### src/design/rmmn_pkg.sv
// Types and constants of the min/max normalize unit.
// Depends on nothing; imported by every module of the unit but rmmn_fifo.
`timescale 1ns / 1ps

package rmmn_pkg;

    localparam int NUM_CH     = 3;
    localparam int PIX_W      = 8;
    localparam int PIX_FLOOR  = 0;
    localparam int PIX_CEIL   = 255;
    localparam int DIFF_W     = PIX_W + 1;
    localparam int PROD_W     = 2 * DIFF_W;
    localparam int MAG_W      = PROD_W - 1;
    localparam int RADIX_BITS = 6;
    localparam int DIV_STEPS  = 3;
    localparam int DIV_W      = RADIX_BITS * DIV_STEPS;
    localparam int CNT_W      = $clog2(DIV_STEPS);
    localparam int SUM_W      = MAG_W + 2;
    localparam int REG_IDX_W  = 3;

    typedef enum logic [REG_IDX_W-1:0] {
        REG_TMIN_RED   = 3'd0,
        REG_TMAX_RED   = 3'd1,
        REG_TMIN_GREEN = 3'd2,
        REG_TMAX_GREEN = 3'd3,
        REG_TMIN_BLUE  = 3'd4,
        REG_TMAX_BLUE  = 3'd5
    } reg_idx_t;

    typedef logic [NUM_CH-1:0][PIX_W-1:0] pixel_t;

    typedef struct packed {
        logic             neg;
        logic             flat;
        logic [MAG_W-1:0] mag;
        logic [PIX_W-1:0] dvsr;
        logic [PIX_W-1:0] tmin;
    } op_t;

    typedef op_t [NUM_CH-1:0] work_t;

    typedef struct packed {
        logic load;
        logic step;
    } lane_ctl_t;

endpackage

### src/design/rgb_min_max_normalize_unit.sv
// Per-channel min/max contrast stretch. Measure words take one cycle each while the
// operand queue is not full; the channel lanes divide one normalize word at a time and
// load the next one in the same cycle the last result is pushed to the result queue.
// Reset (async, active low) sets min to 255, max to 0, targets to 0/255, queues empty.
// Depends on rmmn_pkg, rmmn_fifo, rmmn_front, rmmn_back.
`timescale 1ns / 1ps

module rgb_min_max_normalize_unit #(
    parameter int OP_DEPTH  = 2,
    parameter int RES_DEPTH = 2
) (
    input  logic                           clk,
    input  logic                           rst_n,
    input  logic                           cfg_wr_en,
    input  logic [rmmn_pkg::REG_IDX_W-1:0] cfg_addr,
    input  logic [rmmn_pkg::PIX_W-1:0]     cfg_wdata,
    input  logic                           push,
    output logic                           full,
    input  logic                           func,
    input  logic                           first_pixel,
    input  logic [rmmn_pkg::PIX_W-1:0]     red_in,
    input  logic [rmmn_pkg::PIX_W-1:0]     green_in,
    input  logic [rmmn_pkg::PIX_W-1:0]     blue_in,
    output logic                           empty,
    input  logic                           pop,
    output logic [rmmn_pkg::PIX_W-1:0]     red_out,
    output logic [rmmn_pkg::PIX_W-1:0]     green_out,
    output logic [rmmn_pkg::PIX_W-1:0]     blue_out
);

    import rmmn_pkg::*;

    pixel_t pix_in;
    pixel_t res_word;
    pixel_t res_rd;
    work_t  op_wr;
    work_t  op_rd;
    logic   op_push, op_pop, op_empty;
    logic   res_push, res_full;

    assign pix_in = {blue_in, green_in, red_in};

    rmmn_front u_front (
        .clk         (clk),
        .rst_n       (rst_n),
        .cfg_wr_en   (cfg_wr_en),
        .cfg_addr    (cfg_addr),
        .cfg_wdata   (cfg_wdata),
        .push        (push),
        .op_full     (full),
        .func        (func),
        .first_pixel (first_pixel),
        .pix         (pix_in),
        .op_push     (op_push),
        .op_word     (op_wr)
    );

    rmmn_fifo #(
        .WIDTH ($bits(work_t)),
        .DEPTH (OP_DEPTH)
    ) u_op_fifo (
        .clk     (clk),
        .rst_n   (rst_n),
        .wr_en   (op_push),
        .wr_data (op_wr),
        .full    (full),
        .rd_en   (op_pop),
        .rd_data (op_rd),
        .empty   (op_empty)
    );

    rmmn_back u_back (
        .clk      (clk),
        .rst_n    (rst_n),
        .op_empty (op_empty),
        .op_word  (op_rd),
        .op_pop   (op_pop),
        .res_full (res_full),
        .res_push (res_push),
        .res_word (res_word)
    );

    rmmn_fifo #(
        .WIDTH ($bits(pixel_t)),
        .DEPTH (RES_DEPTH)
    ) u_res_fifo (
        .clk     (clk),
        .rst_n   (rst_n),
        .wr_en   (res_push),
        .wr_data (res_word),
        .full    (res_full),
        .rd_en   (pop),
        .rd_data (res_rd),
        .empty   (empty)
    );

    assign red_out   = res_rd[0];
    assign green_out = res_rd[1];
    assign blue_out  = res_rd[2];

endmodule

### src/design/rmmn_fifo.sv
// Small register queue with show-ahead read, used between the unit's parts.
// Depends on nothing.
`timescale 1ns / 1ps

module rmmn_fifo #(
    parameter int WIDTH = 8,
    parameter int DEPTH = 2
) (
    input  logic             clk,
    input  logic             rst_n,
    input  logic             wr_en,
    input  logic [WIDTH-1:0] wr_data,
    output logic             full,
    input  logic             rd_en,
    output logic [WIDTH-1:0] rd_data,
    output logic             empty
);

    localparam int PTR_W = (DEPTH > 1) ? $clog2(DEPTH) : 1;
    localparam int CNT_W = $clog2(DEPTH + 1);

    logic [WIDTH-1:0] mem_reg [DEPTH];
    logic [PTR_W-1:0] wptr_reg, wptr_next;
    logic [PTR_W-1:0] rptr_reg, rptr_next;
    logic [CNT_W-1:0] count_reg, count_next;
    logic             do_wr, do_rd;

    assign full    = (count_reg == CNT_W'(DEPTH));
    assign empty   = (count_reg == '0);
    assign do_wr   = wr_en && !full;
    assign do_rd   = rd_en && !empty;
    assign rd_data = mem_reg[rptr_reg];

    always_comb
    begin
        wptr_next  = wptr_reg;
        rptr_next  = rptr_reg;
        count_next = count_reg;
        if (do_wr)
        begin
            wptr_next = (wptr_reg == PTR_W'(DEPTH - 1)) ? '0 : wptr_reg + 1'b1;
        end
        if (do_rd)
        begin
            rptr_next = (rptr_reg == PTR_W'(DEPTH - 1)) ? '0 : rptr_reg + 1'b1;
        end
        if (do_wr && !do_rd)
        begin
            count_next = count_reg + 1'b1;
        end
        else if (do_rd && !do_wr)
        begin
            count_next = count_reg - 1'b1;
        end
    end

    always_ff @(posedge clk or negedge rst_n)
    begin
        if (!rst_n)
        begin
            wptr_reg  <= '0;
            rptr_reg  <= '0;
            count_reg <= '0;
        end
        else
        begin
            wptr_reg  <= wptr_next;
            rptr_reg  <= rptr_next;
            count_reg <= count_next;
        end
    end

    always_ff @(posedge clk)
    begin
        if (do_wr)
        begin
            mem_reg[wptr_reg] <= wr_data;
        end
    end

endmodule

### src/design/rmmn_front.sv
// Front part: takes pixel words, tracks per-channel min/max, holds target registers,
// and builds divide operands for normalize words. Depends on rmmn_pkg.
`timescale 1ns / 1ps

module rmmn_front (
    input  logic                           clk,
    input  logic                           rst_n,
    input  logic                           cfg_wr_en,
    input  logic [rmmn_pkg::REG_IDX_W-1:0] cfg_addr,
    input  logic [rmmn_pkg::PIX_W-1:0]     cfg_wdata,
    input  logic                           push,
    input  logic                           op_full,
    input  logic                           func,
    input  logic                           first_pixel,
    input  rmmn_pkg::pixel_t               pix,
    output logic                           op_push,
    output rmmn_pkg::work_t                op_word
);

    import rmmn_pkg::*;

    pixel_t max_reg, max_next;
    pixel_t min_reg, min_next;
    pixel_t tmin_reg, tmin_next;
    pixel_t tmax_reg, tmax_next;
    logic   accept;

    assign accept  = push && !op_full;
    assign op_push = accept && func;

    always_comb
    begin
        max_next  = max_reg;
        min_next  = min_reg;
        tmin_next = tmin_reg;
        tmax_next = tmax_reg;
        if (accept && !func)
        begin
            for (int c = 0; c < NUM_CH; c++)
            begin
                if (first_pixel)
                begin
                    max_next[c] = pix[c];
                    min_next[c] = pix[c];
                end
                else
                begin
                    if (pix[c] > max_reg[c])
                    begin
                        max_next[c] = pix[c];
                    end
                    if (pix[c] < min_reg[c])
                    begin
                        min_next[c] = pix[c];
                    end
                end
            end
        end
        if (cfg_wr_en)
        begin
            unique case (cfg_addr)
                REG_TMIN_RED:   tmin_next[0] = cfg_wdata;
                REG_TMAX_RED:   tmax_next[0] = cfg_wdata;
                REG_TMIN_GREEN: tmin_next[1] = cfg_wdata;
                REG_TMAX_GREEN: tmax_next[1] = cfg_wdata;
                REG_TMIN_BLUE:  tmin_next[2] = cfg_wdata;
                REG_TMAX_BLUE:  tmax_next[2] = cfg_wdata;
                default:        ;
            endcase
        end
    end

    always_ff @(posedge clk or negedge rst_n)
    begin
        if (!rst_n)
        begin
            for (int c = 0; c < NUM_CH; c++)
            begin
                max_reg[c]  <= PIX_W'(PIX_FLOOR);
                min_reg[c]  <= PIX_W'(PIX_CEIL);
                tmin_reg[c] <= PIX_W'(PIX_FLOOR);
                tmax_reg[c] <= PIX_W'(PIX_CEIL);
            end
        end
        else
        begin
            max_reg  <= max_next;
            min_reg  <= min_next;
            tmin_reg <= tmin_next;
            tmax_reg <= tmax_next;
        end
    end

    for (genvar c = 0; c < NUM_CH; c++)
    begin : g_ch
        logic signed [DIFF_W-1:0] diff;
        logic signed [DIFF_W-1:0] span;
        logic signed [PROD_W-1:0] prod;
        logic signed [PROD_W-1:0] prod_abs;

        assign diff     = $signed({1'b0, pix[c]}) - $signed({1'b0, min_reg[c]});
        assign span     = $signed({1'b0, tmax_reg[c]}) - $signed({1'b0, tmin_reg[c]});
        assign prod     = diff * span;
        assign prod_abs = prod[PROD_W-1] ? -prod : prod;

        assign op_word[c].neg  = prod[PROD_W-1];
        assign op_word[c].flat = (max_reg[c] <= min_reg[c]);
        assign op_word[c].mag  = prod_abs[MAG_W-1:0];
        assign op_word[c].dvsr = max_reg[c] - min_reg[c];
        assign op_word[c].tmin = tmin_reg[c];
    end

endmodule

### src/design/rmmn_lane.sv
// One channel lane: multi-bit-per-cycle restoring divide, sign, offset and saturate,
// or the target minimum when the span is flat. Depends on rmmn_pkg.
`timescale 1ns / 1ps

module rmmn_lane (
    input  logic                       clk,
    input  rmmn_pkg::lane_ctl_t        ctl,
    input  rmmn_pkg::op_t              op,
    output logic [rmmn_pkg::PIX_W-1:0] result
);

    import rmmn_pkg::*;

    logic [DIV_W-1:0] q_reg, q_next;
    logic [PIX_W:0]   r_reg, r_next;
    logic [PIX_W-1:0] d_reg;
    logic [PIX_W-1:0] tmin_reg;
    logic             neg_reg;
    logic             flat_reg;
    logic [SUM_W-1:0] mag_ext;
    logic [SUM_W-1:0] sq;
    logic [SUM_W-1:0] sum;

    always_comb
    begin
        logic [PIX_W:0] t;
        q_next = q_reg;
        r_next = r_reg;
        for (int i = 0; i < RADIX_BITS; i++)
        begin
            t      = {r_next[PIX_W-1:0], q_next[DIV_W-1]};
            q_next = {q_next[DIV_W-2:0], 1'b0};
            if (t >= {1'b0, d_reg})
            begin
                r_next    = t - {1'b0, d_reg};
                q_next[0] = 1'b1;
            end
            else
            begin
                r_next = t;
            end
        end
    end

    always_ff @(posedge clk)
    begin
        if (ctl.load)
        begin
            q_reg    <= {{(DIV_W - MAG_W){1'b0}}, op.mag};
            r_reg    <= '0;
            d_reg    <= op.dvsr;
            tmin_reg <= op.tmin;
            neg_reg  <= op.neg;
            flat_reg <= op.flat;
        end
        else if (ctl.step)
        begin
            q_reg <= q_next;
            r_reg <= r_next;
        end
    end

    assign mag_ext = {{(SUM_W - MAG_W){1'b0}}, q_reg[MAG_W-1:0]};
    assign sq      = neg_reg ? (~mag_ext + 1'b1) : mag_ext;
    assign sum     = sq + {{(SUM_W - PIX_W){1'b0}}, tmin_reg};

    always_comb
    begin
        priority if (flat_reg)
        begin
            result = tmin_reg;
        end
        else if (sum[SUM_W-1])
        begin
            result = PIX_W'(PIX_FLOOR);
        end
        else if (|sum[SUM_W-2:PIX_W])
        begin
            result = PIX_W'(PIX_CEIL);
        end
        else
        begin
            result = sum[PIX_W-1:0];
        end
    end

endmodule

### src/design/rmmn_back.sv
// Back part: sequencer that pops operand words, runs the three channel lanes,
// and pushes finished pixels. Depends on rmmn_pkg and rmmn_lane.
`timescale 1ns / 1ps

module rmmn_back (
    input  logic             clk,
    input  logic             rst_n,
    input  logic             op_empty,
    input  rmmn_pkg::work_t  op_word,
    output logic             op_pop,
    input  logic             res_full,
    output logic             res_push,
    output rmmn_pkg::pixel_t res_word
);

    import rmmn_pkg::*;

    typedef enum logic [2:0] {
        ST_IDLE = 3'b001,
        ST_DIV  = 3'b010,
        ST_PUSH = 3'b100
    } state_t;

    state_t          state_reg, state_next;
    logic [CNT_W-1:0] cnt_reg, cnt_next;
    lane_ctl_t       ctl;

    always_comb
    begin
        state_next = state_reg;
        cnt_next   = cnt_reg;
        op_pop     = 1'b0;
        res_push   = 1'b0;
        ctl.load   = 1'b0;
        ctl.step   = 1'b0;
        unique case (state_reg)
            ST_IDLE:
            begin
                if (!op_empty)
                begin
                    op_pop     = 1'b1;
                    ctl.load   = 1'b1;
                    cnt_next   = '0;
                    state_next = ST_DIV;
                end
            end
            ST_DIV:
            begin
                ctl.step = 1'b1;
                cnt_next = cnt_reg + 1'b1;
                if (cnt_reg == CNT_W'(DIV_STEPS - 1))
                begin
                    state_next = ST_PUSH;
                end
            end
            ST_PUSH:
            begin
                if (!res_full)
                begin
                    res_push = 1'b1;
                    if (!op_empty)
                    begin
                        op_pop     = 1'b1;
                        ctl.load   = 1'b1;
                        cnt_next   = '0;
                        state_next = ST_DIV;
                    end
                    else
                    begin
                        state_next = ST_IDLE;
                    end
                end
            end
            default:
            begin
                state_next = ST_IDLE;
            end
        endcase
    end

    always_ff @(posedge clk or negedge rst_n)
    begin
        if (!rst_n)
        begin
            state_reg <= ST_IDLE;
            cnt_reg   <= '0;
        end
        else
        begin
            state_reg <= state_next;
            cnt_reg   <= cnt_next;
        end
    end

    for (genvar c = 0; c < NUM_CH; c++)
    begin : g_lane
        rmmn_lane u_lane (
            .clk    (clk),
            .ctl    (ctl),
            .op     (op_word[c]),
            .result (res_word[c])
        );
    end

endmodule

### config.mk
export PLATFORM = sky130hd
export DESIGN_NAME = rgb_min_max_normalize_unit
export DESIGN_NICKNAME = d
export VERILOG_FILES = /design/src/design/rmmn_pkg.sv /design/src/design/rgb_min_max_normalize_unit.sv /design/src/design/rmmn_fifo.sv /design/src/design/rmmn_front.sv /design/src/design/rmmn_lane.sv /design/src/design/rmmn_back.sv
export SDC_FILE = /design/constraint.sdc
export NUM_CORES = 2
export LEC_CHECK = 0
export BUFFER_PORTS_ARGS = -buffer_cell sky130_fd_sc_hd__buf_2
export CORE_MARGIN = 1
export CORE_UTILIZATION = 56
export CTS_CLUSTER_SIZE = 25
export DETAILED_ROUTE_END_ITERATION = 10
export HOLD_SLACK_MARGIN = 0.08
export PLACE_DENSITY = 0.72
export SYNTH_ARGS = -nofsm -noshare
export SYNTH_HDL_FRONTEND = slang
export SYNTH_HIERARCHICAL = 1
export SYNTH_SLANG_ARGS = --single-unit
### constraint.sdc
create_clock -name clk -period 21.1 [get_ports clk]
set_input_delay 2.11 -clock clk [delete_from_list [all_inputs] [get_ports clk]]
set_output_delay 2.11 -clock clk [all_outputs]
set_load 0.01 [all_outputs]
# Word-level counts from Yosys, hierarchy flattened
# Memories as Yosys holds them, arrays and structs flattened.
# Index checks and enable logic that the tools add are counted.
# totals
regBits,241
mem_bits_rw,258
input_bits,42
output_inout_bits,26
n_memories,2
# memory_table
name,words,word_bits,read_ports,rd_ports_with_merged_regs,wr,line_no,source
u_op_fifo.mem_reg,2,105,1,0,1,rmmn_fifo.sv:22,logic [WIDTH-1:0] mem_reg [DEPTH];
u_res_fifo.mem_reg,2,24,1,0,1,rmmn_fifo.sv:22,
# classes
n_addsub,45
n_mul,3
magnitude_cmp,27
n_eq_ne,14
n_mux,95
bitwise_logic,3
n_reduce_logical,50
# op_table
operator,count
8-bit 2-to-1 mux,39
8-bit subtractor,21
9-bit by 8-bit greater-or-equal comparator with 1-bit output,18
17-bit 2-to-1 mux,9
19-bit by 1-bit adder with 19-bit output (second input constant),3
19-bit by 8-bit adder with 19-bit output,3
19-bit 2-to-1 mux,3
17-bit NOT with 19-bit output,3
9-bit by 9-bit multiplier with 18-bit output,3
8-bit by 8-bit subtractor with 9-bit output,6
17-bit negation,3
1-bit 2-to-1 mux,31
10-bit OR reduction,3
2-bit AND reduction,13
8-bit > comparator,3
8-bit less-or-equal comparator,3
8-bit less-than comparator,3
2-bit nonzero test,9
2-bit 2-to-1 mux,7
1-bit logical AND,11
3-bit by 2-bit equality test with 1-bit output (second input constant),3
3-bit equality test (second input constant),3
1-bit zero test,9
3-bit 2-to-1 mux,3
14 further kinds,25

# Logic depth before layout (Yosys ltp)
# logic_depth
ltp_word,14
ltp_mapped,65
ltp_nobuf,62

# Hierarchy
# Netlist, hierarchy kept.
# modules_own_cells
mod,instances,cells_each,area_per_inst_um2
rmmn_front,1,2007,17922.2
rmmn_fifo (u_op_fifo),1,346,7932.6
rmmn_lane (u_back.g_lane[2].u_lane),1,623,5520.3
rmmn_lane (u_back.g_lane[0].u_lane),1,607,5400.2
rmmn_lane (u_back.g_lane[1].u_lane),1,604,5313.8
rmmn_fifo (u_res_fifo),1,94,2030.7
rmmn_back,1,28,281.5

# Worst setup path after synthesis
# Ideal clock, no wire load.
# synth_path
path_type,register -> register
startpoint,reg u_back.g_lane[2].u_lane.d_reg[1]
endpoint,"reg u_back.g_lane[2].u_lane.q_reg[0], data pin"
setup_ns,0.260
arrival_ns,12.150
required_time_ns,20.840
path_slack_ns,8.690
path_stages_with_launch,55
n_path_buf,4
period_less_slack_ns,12.410
cell_sequence,edfxtp_1 inv_1 ha_1 a21o_1 a21oi_2 nand2_2 a21oi_1 ha_1 nor2b_1 o31ai_1 a32o_1 o2bb2ai_1 o211ai_2 clkbuf_1 a21oi_1 ha_1 nor2b_1 o31a_1 (+19 left out) o41ai_1 a21oi_1 a2111oi_2 nor2_2 mux2i_1 mux2i_1 ha_1 nor2b_1 o21ai_0 a21boi_0 o21ai_0 nand2b_1 a31oi_1 o21ai_0 a21o_2 a211o_1 clkbuf_8 mux2_2
# synth_between
elab_chain_len,14
# synth_lines
element,line_no,source
from (decl),rmmn_lane.sv:16,logic [PIX_W-1:0] d_reg;
from (signal assigned),rmmn_lane.sv:51,d_reg <= op.dvsr;
8-bit subtractor or 9-bit by 8-bit greater-or-equal comparator with 1-bit output (tied branches),"rmmn_lane.sv:35, rmmn_lane.sv:33",
8-bit 2-to-1 mux,rmmn_lane.sv:33,"if (t >= {1'b0, d_reg})"
8-bit subtractor or 9-bit by 8-bit greater-or-equal comparator with 1-bit output (tied branches),"rmmn_lane.sv:35, rmmn_lane.sv:33",
8-bit 2-to-1 mux,rmmn_lane.sv:33,
8-bit subtractor or 9-bit by 8-bit greater-or-equal comparator with 1-bit output (tied branches),"rmmn_lane.sv:35, rmmn_lane.sv:33",
8-bit 2-to-1 mux,rmmn_lane.sv:33,
8-bit subtractor or 9-bit by 8-bit greater-or-equal comparator with 1-bit output (tied branches),"rmmn_lane.sv:35, rmmn_lane.sv:33",
8-bit 2-to-1 mux,rmmn_lane.sv:33,
8-bit subtractor or 9-bit by 8-bit greater-or-equal comparator with 1-bit output (tied branches),"rmmn_lane.sv:35, rmmn_lane.sv:33",
8-bit 2-to-1 mux,rmmn_lane.sv:33,
9-bit by 8-bit greater-or-equal comparator with 1-bit output *,rmmn_lane.sv:33,
1-bit 2-to-1 mux *,rmmn_lane.sv:33,
17-bit 2-to-1 mux *,rmmn_lane.sv:56,else if (ctl.step)
17-bit 2-to-1 mux *,rmmn_lane.sv:47,if (ctl.load)
to (signal assigned),rmmn_lane.sv:49,"q_reg <= {{(DIV_W - MAG_W){1'b0}}, op.mag};"
to (signal assigned),rmmn_lane.sv:58,q_reg <= q_next;
to (decl),rmmn_lane.sv:14,"logic [DIV_W-1:0] q_reg, q_next;"
# Every way passes the cells marked *; elsewhere a longest branch is shown, timed or not. The select of a mux whose other input is x is not followed.
# A chain may end at the register's enable or synchronous reset.

# Final worst setup path
# layout_path
startpoint,reg u_back.g_lane[2].u_lane.d_reg[1]
endpoint,reg u_back.g_lane[2].u_lane.r_reg[2]
# layout_between
elab_chain_len,12
# layout_lines
element,line_no,source
8-bit subtractor or 9-bit by 8-bit greater-or-equal comparator with 1-bit output (tied branches),"rmmn_lane.sv:35, rmmn_lane.sv:33",
8-bit 2-to-1 mux,rmmn_lane.sv:33,
8-bit subtractor or 9-bit by 8-bit greater-or-equal comparator with 1-bit output (tied branches),"rmmn_lane.sv:35, rmmn_lane.sv:33",
8-bit 2-to-1 mux,rmmn_lane.sv:33,
8-bit subtractor or 9-bit by 8-bit greater-or-equal comparator with 1-bit output (tied branches),"rmmn_lane.sv:35, rmmn_lane.sv:33",
8-bit 2-to-1 mux,rmmn_lane.sv:33,
8-bit subtractor or 9-bit by 8-bit greater-or-equal comparator with 1-bit output (tied branches),"rmmn_lane.sv:35, rmmn_lane.sv:33",
8-bit 2-to-1 mux,rmmn_lane.sv:33,
8-bit subtractor or 9-bit by 8-bit greater-or-equal comparator with 1-bit output (tied branches),"rmmn_lane.sv:35, rmmn_lane.sv:33",
8-bit 2-to-1 mux,rmmn_lane.sv:33,
9-bit by 8-bit greater-or-equal comparator with 1-bit output or 8-bit subtractor (tied branches),"rmmn_lane.sv:33, rmmn_lane.sv:35",
8-bit 2-to-1 mux *,rmmn_lane.sv:33,
to (signal assigned),rmmn_lane.sv:59,r_reg <= r_next;
to (decl),rmmn_lane.sv:15,"logic [PIX_W:0] r_reg, r_next;"
# Every way passes the cells marked *; elsewhere a longest branch is shown, timed or not.

==> run summary <==
Gr usage total: 0.2553
Post-route setup TNS: 0 ns
Iteration-0 DRC Markers: 2211
Async SR Flop Fraction: 0.2184
Clock Latency Late Sink: 0.62 ns
Worst Path Arrival: 15.42 ns
Die outline height: 283.6 µm
Outcome: finished, final reports clean
Final Skew: 0.03918 ns
Mapped Avg Cell Area: 10.30 µm²
Most frequent cells in the layout: 483 x inv_1, 387 x ha_1, 363 x edfxtp_1, 287 x nor2_1, 253 x nand2_1
First-pass GRT wire length: 166.2 mm
# hold bufs at CTS: 0
Top cells by area, synth: edfxtp_1 25%, fa_1 11%, ha_1 11%, mux2_2 4.6%, inv_1 4.1%
I/O Buffers: 67
Crit-path max FO: 24
Vias after detailed routing: 31877
WL per Instance: 18.94 µm
Post-route cell area: 47390 µm²
RD Place Congestion: 0.9251
R2r startpoint: u_back/g_lane[2].u_lane/d_reg[1]
RSZ-0062 raised after global routing: false
Max Fclk: 67.01 MHz
Post_cts resized: 0
Root Driver: clkbuf_16
CP max stage cell: o211a_1
DP Wirelength: 79.44 mm
Post-synthesis cell area: 44400 µm²
Hold Violations, Final: 0
Worst hold endpoint: u_op_fifo/mem_reg[1][38]
Total Wirelength: 103.0 mm
R2R Setup Slk: 6.18 ns
Die width: 283.6 µm
Maximum buffer depth of the clock tree: 3
Fin crit share: 0.7072
Reg-to-reg endpoint: u_back/g_lane[2].u_lane/r_reg[2]
Post-DR vias/cell: 5.862
Largest area contributor in the netlist: edfxtp_1
Min-delay src: u_front/op_word[38]
Post-synth net total: 4981
DIE AREA: 80420 µm²
Post-synth EDFFs: 363
Total gr overflow: 0
Synthesis-stage register bit count: 499
CTS H-Tree Depth: 2
Fill cells: 6476
Io pins: 68
Post-Syn Instances: 4309
Top cell type's share of synthesized area: 0.2455
Core footprint: 77980 µm²
Hold Crit Depth: 0
Dpl cell area: 45650 µm²
Crit-path max cell delay: 0.73 ns
R2r worst-path depth: 52
Vias in the first global route: 30912
Initial antenna violation count: 3
Distinct cells, synth: 127
Maximum capacitance violations: 0
Routed Antenna Nets: 0
Pre-antenna DRT Iters: 5
Top_reg_cell synth: edfxtp_1
CP Capture Type: register
Ys Warns: 6
Slew @ Worst Pin: 1.246 ns
Sequential area share after synthesis: 0.3205
Total CTS buffers: 53
Hold Crit Class: reg -> reg
Fraction of layout cells with a size suffix above 1: 0.1340
Largest net degree at the start of global routing: 73
TritonCTS clock tree: done
Worst slew margin: 0.1633
Site Rows: 102
CTS Sinks: 499
Fin. max-slew vios: 0
NumNets Final: 5023
Post-CTS setup buffer count: 0
Synth-to-layout area growth: 6.740%
Finish-stage setup viols: 0
CP Class: reg -> reg
Startpoint type of the worst setup path: register
Tmin final: 14.92 ns
DRC viols: 0
WHS: 0.4739 ns
Clk pin slew, worst setup/hold paths: 0.06 ns
Final Core Density: 0.6078
Max reg flops: 210
Effective utilization at floorplan: 0.5694
Worst Path Required: 21.60 ns
Most common cell after layout, fill and taps aside: inv_1
-- synth_stat cells, drive strengths merged (30+ instances only) --
library cell	number
a211oi	34
a21o	76
a21oi	173
a31oi	32
buf	47
clkbuf	52
dfrtp	60
dfstp	49
edfxtp	363
fa	243
ha	387
inv	484
mux2	243
mux2i	53
nand2	256
nand2b	89
nand3	91
nand4	55
nor2	294
nor2b	64
nor3	91
o21a	47
o21ai	181
o21bai	30
or3	31
xnor2	200
xor2	100
-- worst max path at each step --
stage / from / end / slack [ns] / cells past startpoint
after CTS: u_back/g_lane[2].u_lane/d_reg[1] / u_back/g_lane[2].u_lane/r_reg[2] / 6.19 / 52
after global placement: u_back/g_lane[2].u_lane/d_reg[1] / u_back/g_lane[2].u_lane/r_reg[2] / 6.65 / 52
after global routing: u_back/g_lane[2].u_lane/d_reg[1] / u_back/g_lane[2].u_lane/r_reg[2] / 4.88 / 52
after detailed placement: u_back/g_lane[2].u_lane/d_reg[1] / u_back/g_lane[2].u_lane/r_reg[2] / 6.28 / 52
final: u_back/g_lane[2].u_lane/d_reg[1] / u_back/g_lane[2].u_lane/r_reg[2] / 6.18 / 52
after floorplan: u_back/g_lane[2].u_lane/d_reg[1] / u_back/g_lane[2].u_lane/q_reg[0] / 8.69 / 54
-- worst max-delay path: cells and delay by family, from the launching register on --
kind	cells	cell delay [ns]
AO/OA/AOI/OAI	29	7.53
adder cells (fa/ha/maj)	6	1.98
buffers and inverters	2	0.60
flip-flops	1	0.36
multiplexers	4	1.39
AND/OR/NAND/NOR	11	2.94
-- through the flow --
stage	worst slack, ns	std cells
floorplan	8.690	4309
finish	6.178	5438
global placement	6.653	5336
CTS	6.186	5436
detailed placement	6.281	5336
global route	4.880	5438
-- logic make-up (layout without fill, tap and decap cells) --
kind of cell / after synthesis / count (layout) / share of synthesized area
compound gates: 838 / 838 / 0.1344
xor+xnor: 300 / 300 / 0.05935
fa+ha+maj: 630 / 630 / 0.2186
buf+inv: 585 / 672 / 0.05388
flops: 499 / 499 / 0.3205
mux: 296 / 296 / 0.07882
other cells: 0 / 2 / 0
simple gates: 1161 / 1161 / 0.1344
-- area by class of cell --
type / instances / area, µm² / area share
multi-input cells: 3225 / 27810 / 0.5868
repair buffers: 86 / 480.5 / 0.01014
inverters: 486 / 1824 / 0.03849
flip-flops and latches: 499 / 14230 / 0.3003
diodes: 2 / 5.005 / 0.0001056
clock buffers: 70 / 1435 / 0.03028
clock inverters: 30 / 301.5 / 0.006362
well taps: 1040 / 1301 / 0.02746
-- routing by layer --
metal	part of all wire	track usage
met1	0.48	0.3790
met2	0.45	0.4048
met3	0.050	0.02387
met4	0.018	0.05581
met5	0.00013	0
Power is left out: the tool's default activity adds up to more than one toggle a clock period on the data nets, which glitch-free logic cannot reach.
